$ cat src/hdl/stag_pkg.sv
// ----------------------------------------------------------------------------
// stag_pkg
// Shared types, codes and helper functions of the sign-tagged integer unit.
// ----------------------------------------------------------------------------
package stag_pkg;

    localparam int unsigned WordWidth = 64;

    localparam logic [63:0] TOP_BIT = 64'h8000_0000_0000_0000;

    localparam logic [3:0] OP_ADD = 4'd0;
    localparam logic [3:0] OP_SUB = 4'd1;
    localparam logic [3:0] OP_MUL = 4'd2;
    localparam logic [3:0] OP_DIV = 4'd3;
    localparam logic [3:0] OP_MOD = 4'd4;
    localparam logic [3:0] OP_NEG = 4'd5;
    localparam logic [3:0] OP_NOT = 4'd6;
    localparam logic [3:0] OP_AND = 4'd7;
    localparam logic [3:0] OP_OR  = 4'd8;
    localparam logic [3:0] OP_XOR = 4'd9;
    localparam logic [3:0] OP_CMP = 4'd10;

    localparam logic [1:0] ST_OK   = 2'd0;
    localparam logic [1:0] ST_OVF  = 2'd1;
    localparam logic [1:0] ST_DIV0 = 2'd2;

    typedef struct packed {
        logic [63:0] bits;
        logic        sgn;
        logic [1:0]  st;
    } res_t;

    typedef struct packed {
        logic [3:0]  op;
        logic        na;
        logic        nb;
        logic [63:0] y;
        logic [63:0] quo;
        logic [63:0] rem;
        logic [63:0] plo;
        logic        phi_nz;
        res_t        fast;
        logic        lt;
        logic        eq;
    } item_t;

    function automatic res_t ovf_res();
        res_t o;
        o      = '0;
        o.st   = ST_OVF;
        return o;
    endfunction

    function automatic res_t add_uns(logic [63:0] x, logic [63:0] y);
        logic [64:0] s;
        res_t        o;
        s = {1'b0, x} + {1'b0, y};
        o = '0;
        if (s[64])
        begin
            o = ovf_res();
        end
        else
        begin
            o.bits = s[63:0];
        end
        return o;
    endfunction

    function automatic res_t sub_nn(logic [63:0] x, logic [63:0] y);
        logic [64:0] d;
        logic [63:0] r;
        res_t        o;
        d = {1'b0, x} - {1'b0, y};
        r = y - x;
        o = '0;
        if (!d[64] && (d[63:0] != 64'd0))
        begin
            o.bits = d[63:0];
        end
        else if (r > TOP_BIT)
        begin
            o = ovf_res();
        end
        else
        begin
            o.bits = x - y;
            o.sgn  = 1'b1;
        end
        return o;
    endfunction

    function automatic res_t add_op(logic [63:0] a, logic as, logic [63:0] b, logic bs);
        logic        alez;
        logic        blez;
        logic [63:0] ma;
        logic [63:0] mb;
        logic [63:0] r;
        res_t        o;
        ma   = 64'd0 - a;
        mb   = 64'd0 - b;
        alez = a[63] || (a == 64'd0);
        blez = b[63] || (b == 64'd0);
        r    = ma + mb;
        o    = '0;
        if (as == bs)
        begin
            if (!as)
            begin
                o = add_uns(a, b);
            end
            else if ((alez && !b[63]) || (blez && !a[63]))
            begin
                o.bits = a + b;
                o.sgn  = 1'b1;
            end
            else if (!a[63] && !b[63])
            begin
                o = add_uns(a, b);
            end
            else if ((a == TOP_BIT) || (b == TOP_BIT) || (r > TOP_BIT))
            begin
                o = ovf_res();
            end
            else
            begin
                o.bits = 64'd0 - r;
                o.sgn  = 1'b1;
            end
        end
        else if (as && a[63])
        begin
            o = sub_nn(b, ma);
        end
        else if (bs && b[63])
        begin
            o = sub_nn(a, mb);
        end
        else
        begin
            o = add_uns(a, b);
        end
        return o;
    endfunction

    function automatic res_t sub_op(logic [63:0] a, logic as, logic [63:0] b, logic bs);
        logic        na;
        logic        nb;
        logic [63:0] ma;
        logic [63:0] mb;
        res_t        o;
        na = as && a[63];
        nb = bs && b[63];
        ma = 64'd0 - a;
        mb = 64'd0 - b;
        o  = '0;
        if (!na && !nb)
        begin
            o = sub_nn(a, b);
        end
        else if (nb)
        begin
            if (na)
            begin
                o = sub_nn(mb, ma);
            end
            else
            begin
                o = add_uns(a, mb);
            end
        end
        else if (b > {1'b0, a[62:0]})
        begin
            o = ovf_res();
        end
        else
        begin
            o.bits = a - b;
            o.sgn  = 1'b1;
        end
        return o;
    endfunction

    function automatic res_t neg_op(logic [63:0] a, logic as);
        res_t o;
        o = '0;
        if (as)
        begin
            o.bits = 64'd0 - a;
            o.sgn  = !a[63];
        end
        else if (a > TOP_BIT)
        begin
            o = ovf_res();
        end
        else
        begin
            o.bits = 64'd0 - a;
            o.sgn  = 1'b1;
        end
        return o;
    endfunction

    function automatic logic less_op(logic [63:0] a, logic as, logic [63:0] b, logic bs);
        logic l;
        if (as == bs)
        begin
            if (!as)
            begin
                l = a < b;
            end
            else
            begin
                l = (a ^ TOP_BIT) < (b ^ TOP_BIT);
            end
        end
        else if (as && a[63])
        begin
            l = 1'b1;
        end
        else if (bs && b[63])
        begin
            l = 1'b0;
        end
        else
        begin
            l = a < b;
        end
        return l;
    endfunction

endpackage

$ cat src/hdl/stag_div_step.sv
// ----------------------------------------------------------------------------
// stag_div_step
// One registered step of the restoring divider: one quotient bit a stage.
// ----------------------------------------------------------------------------
module stag_div_step
(
    input  logic               clk,
    input  logic               rst_n,
    input  logic               adv,
    input  logic               in_valid,
    input  stag_pkg::item_t    in_item,
    output logic               out_valid,
    output stag_pkg::item_t    out_item
);

    logic              valid_reg;
    stag_pkg::item_t   item_reg;
    stag_pkg::item_t   item_next;
    logic [64:0]       sh;
    logic [64:0]       diff;

    always_comb
    begin
        sh             = {in_item.rem, in_item.quo[63]};
        diff           = sh - {1'b0, in_item.y};
        item_next      = in_item;
        item_next.rem  = diff[64] ? sh[63:0] : diff[63:0];
        item_next.quo  = {in_item.quo[62:0], !diff[64]};
    end

    always_ff @(posedge clk or negedge rst_n)
    begin
        if (!rst_n)
        begin
            valid_reg <= 1'b0;
        end
        else if (adv)
        begin
            valid_reg <= in_valid;
        end
    end

    always_ff @(posedge clk)
    begin
        if (adv)
        begin
            item_reg <= item_next;
        end
    end

    assign out_valid = valid_reg;
    assign out_item  = item_reg;

endmodule

$ cat config.mk
export PLATFORM = sky130hd
export DESIGN_NAME = stag_div_step
export DESIGN_NICKNAME = d
export VERILOG_FILES = /design/src/hdl/stag_pkg.sv /design/src/hdl/stag_div_step.sv
export SDC_FILE = /design/constraint.sdc
export NUM_CORES = 1
export LEC_CHECK = 0
export ABC_AREA = 1
export BUFFER_PORTS_ARGS = -buffer_cell sky130_fd_sc_hd__buf_2
export CORE_AREA = 10 10 252 254
export DETAILED_ROUTE_END_ITERATION = 10
export DIE_AREA = 0 0 262 264
export GPL_TIMING_DRIVEN = 0
export PLACE_DENSITY = 0.54
export REMOVE_ABC_BUFFERS = 1
export SYNTH_ARGS = -nofsm -noshare
export SYNTH_HDL_FRONTEND = slang
export SYNTH_SLANG_ARGS = --single-unit
export TNS_END_PERCENT = 10
$ cat constraint.sdc
create_clock -name clk -period 0.8 [get_ports clk]
set_input_delay 0.08 -clock clk [delete_from_list [all_inputs] [get_ports clk]]
set_output_delay 0.08 -clock clk [all_outputs]
set_load 0.02 [all_outputs]
Word-level counts from Yosys, hierarchy flattened. Cells that the tools add are included.

Input port bits: 336. Bits in registers: 333. Output and inout port bits: 333.

$add $sub $neg: 1. Mux-type cells: 1. Reductions and logical operators: 1.

Operator list (number): subtractor 65 x 64 -> 65 bit (1); two-way mux 64 bit (1); logical NOT 1 bit (1).

Logic depth before layout (Yosys ltp).
Word-level depth: 2. Depth in mapped cells: 20. Mapped depth without buffers: 18.

Least setup slack after synthesis. OpenSTA, ideal clock, no wires.

Path type: input to register. Start point: input in_item[261] in the netlist's numbering. End point: register item_reg (netlist bit out_item[175]) (data pin). Cell stages on the path: 19. Arrival: 1894 ps. Setup time: 252 ps. Buffers on the path: 2. Setup slack: -1346 ps. Path through: inv_1 -> ha_1 -> fa_1 -> inv_1 -> nand2_1 -> nand2_1 -> nand3_1 -> nand2_2 -> nand2_1 -> nand2_2 -> nand2_1 -> nand2_2 -> nand2_2 -> nand3_1 -> nand2_2 -> buf_12 -> buf_12 -> nand2_2 -> nand2_1.

RTL lines: from (decl) (line stag_div_step.sv:11) `input stag_pkg::item_t in_item,`; to (signal assigned) (line stag_div_step.sv:47) `item_reg <= item_next;`; to (decl) (line stag_div_step.sv:17) `stag_pkg::item_t item_reg;`.

==> flow_summary.json <==
{
  "seqCellArea_um2": 9990,
  "grt_max_degree": 121,
  "fin_nets": 3444,
  "met1_usage": 0.279,
  "drive_gt1_frac": 0.348,
  "final_common_cell": "nand2_1",
  "async_reset_ff_frac": 0.00300,
  "hold_viol": 0,
  "rows": 89,
  "cts-root-buf": "clkbuf_16",
  "min_path_cells": 5,
  "cp.arrival_ns": 2.20,
  "max_clock_freq_mhz": 527,
  "hp-class": "primary input to flop",
  "wl_per_cell_um": 24.1,
  "required_ns": 1.11,
  "die-area_um2": 69200,
  "yosysUniqueCellTypes": 33,
  "reg2reg_depth": 1,
  "grt_use_met3": 0.0700,
  "cts_tree": "done",
  "insertion_delay_ns": 0.55,
  "ir_drop_v": 0.00177,
  "clkSlewWorstSetupHoldPaths_ns": 0.06,
  "drtPass1Iterations": 5,
  "grt_pass1_vias": 17600,
  "p_leak_nw": 14.2,
  "yosysSeqAreaShare": 0.579,
  "syn2layout_area_growth_pct": 68.9,
  "core_area_um2": 58500,
  "synth-seq-cells": 333,
  "timing.final.crit_share": 2.37,
  "grt_pass1_wl_um": 127000,
  "final-setup-viol-count": 485,
  "clkSinkCount": 333,
  "fin_ws_ns": -1.10,
  "drv_slew": 0,
  "worst_pin_slew_ns": 0.712,
  "max_cap_violations": 0,
  "overflow": 0,
  "yosys_warnings": 0,
  "cts_buffer_depth": 3,
  "synth_area_um2": 17300,
  "drt-initial-drc-count": 1236,
  "antenna_found_initial": 26,
  "grt.busiest_layer": "met2",
  "final_antenna_net_count": 0,
  "violations": "negative setup slack",
  "synth_edf_count": 332,
  "place.gp.congestion": 0.898,
  "layout_common_cells": "nand2_1 (666), buf_2 (523), inv_1 (380)",
  "die_y_um": 264,
  "syn_inst": 1945,
  "portBuffers": 668,
  "multiInputGateArea_um2": 7210,
  "yosys_most_used_dff": "edfxtp_1",
  "post-place-ws_ns": -2.48,
  "min_period_ns": 1.90,
  "htreeDepth": 2,
  "finalPower_w": 0.0555,
  "skew_ns": 0,
  "cts_made_buffers": 39,
  "crit_type": "primary input to flop",
  "num_vias": 17300,
  "max_slew_margin": 0.526,
  "netlist_top_cells_area": "edfxtp_1 (58%), nand2_1 (17%), inv_1 (8.5%)",
  "synth_top_area_cell": "edfxtp_1",
  "start_util": 0.295,
  "grt_use_total": 0.257,
  "final.fill_count": 5522,
  "syn_area_per_cell_um2": 8.87,
  "fin_setup_tns_ns": -210.31,
  "outcome": "finished with violations",
  "wirelength_um": 92900,
  "drc": 0,
  "synth_top_area_frac": 0.578,
  "endpoint_kind": "flop",
  "crit_path_max_fanout": 7,
  "ios": 669,
  "rsz0062_at_grt": "yes",
  "via_per_inst": 4.48,
  "globalRouteMet2Util": 0.452,
  "die_x_um": 262,
  "dp_hpwl_um": 69300,
  "p_per_area_nw_per_um2": 1910,
  "start_kind": "primary input"
}
[Yosys cell counts (2+ instances only)]
cell / instances
o21bai_1: 8
inv_1: 391
edfxtp_1: 332
a21oi_1: 51
inv_2: 4
buf_8: 2
ha_1: 64
nand2_2: 29
nor3_1: 12
nand3_1: 70
buf_2: 6
nor4_1: 3
nor2_2: 7
nor2_1: 103
buf_12: 3
nand2_1: 794
o21ai_0: 3
and3_1: 2
xor2_1: 30
nand4_1: 18
[worst max-delay path, cell delays in order]
cell     delay [ns]
buf_2          0.12
inv_2          0.05
ha_4           0.30
nand2_4        0.07
inv_4          0.07
nand2_4        0.08
nor2_4         0.17
nand2_2        0.11
nor4_4         0.35
nand2_8        0.11
nand3_4        0.13
buf_12         0.20
buf_8          0.14
nand2_8        0.08
nand2_2        0.07
nand2_2        0.05
[cell type report]
cell class | count | area share
clock buffers | 48 | 0.0347
well taps | 773 | 0.0332
inverters | 396 | 0.0512
multi-input cells | 1218 | 0.247
flip-flops and latches | 333 | 0.343
diodes | 17 | 0.00146
clock inverters | 22 | 0.00696
repair buffers | 1055 | 0.282
[registers in the layout, summed over array words and instances, names as in the netlist]
signal,count
out_item,332
out_valid,1
[layer usage]
metal	up-vias	routed length, um	share of wire
met5	-	141	0.0015
met4	22	4680	0.050
met3	166	6900	0.074
met2	581	47200	0.51
met1	8203	34000	0.37
li1	8337	-	-
[power by group]
group          switching [W]  internal, W  leakage, nW  total (W)
logic                 0.0100      0.00641         10.3     0.0165
registers           0.000603       0.0212         3.26     0.0218
clock network        0.00759      0.00973        0.599     0.0173
total                 0.0182       0.0373         14.2     0.0555
[stage by stage]
step                      utilization  cell area (um^2)  instances  hold WS [ns]
after global placement          0.367             21400       3373        -0.142
after CTS                       0.482             28200       3825        -0.278
after floorplan                     -             17100       1932        -0.216
final                           0.498             29100       3862         0.110
after global routing            0.498             29100       3853         0.138
after detailed placement        0.368             21500       3376        -0.139
[cells by family (layout without fill, tap and decap cells)]
family | count (synthesis) | after routing | synth area share
muxes | 1 | 1 | 0.000653
xor gates and xnor gates | 31 | 31 | 0.0157
other | 0 | 17 | 0
adders and majority gates | 65 | 65 | 0.0476
buffers and inverters | 409 | 1521 | 0.0942
AOI/OAI and AO/OA | 62 | 62 | 0.0191
DFF | 333 | 333 | 0.579
and+or+nand+nor | 1044 | 1059 | 0.243
[repair_timing]
item                                   CTS  global route
resized for setup                      409           190
buffers inserted                        30            18
gates cloned                            14             1
pin swaps                               34            50
setup endpoints to repair              485           485
endpoints found under the hold margin  340             1
hold buffers                           335             1
[worst paths after layout]
check                                      start                      end  slack, ns
min                                 in_item[137]  out_item[138]$_DFFE_PP_       0.11
min reg2reg                out_valid$_DFFE_PN0P_    out_valid$_DFFE_PN0P_       0.54
min in group asynchronous                  rst_n    out_valid$_DFFE_PN0P_       0.44
max in group asynchronous                  rst_n    out_valid$_DFFE_PN0P_       0.26
max                                 in_item[295]  out_item[184]$_DFFE_PP_      -1.10
max reg2reg                out_valid$_DFFE_PN0P_    out_valid$_DFFE_PN0P_       0.04
(Power assumes the default switching activity.)
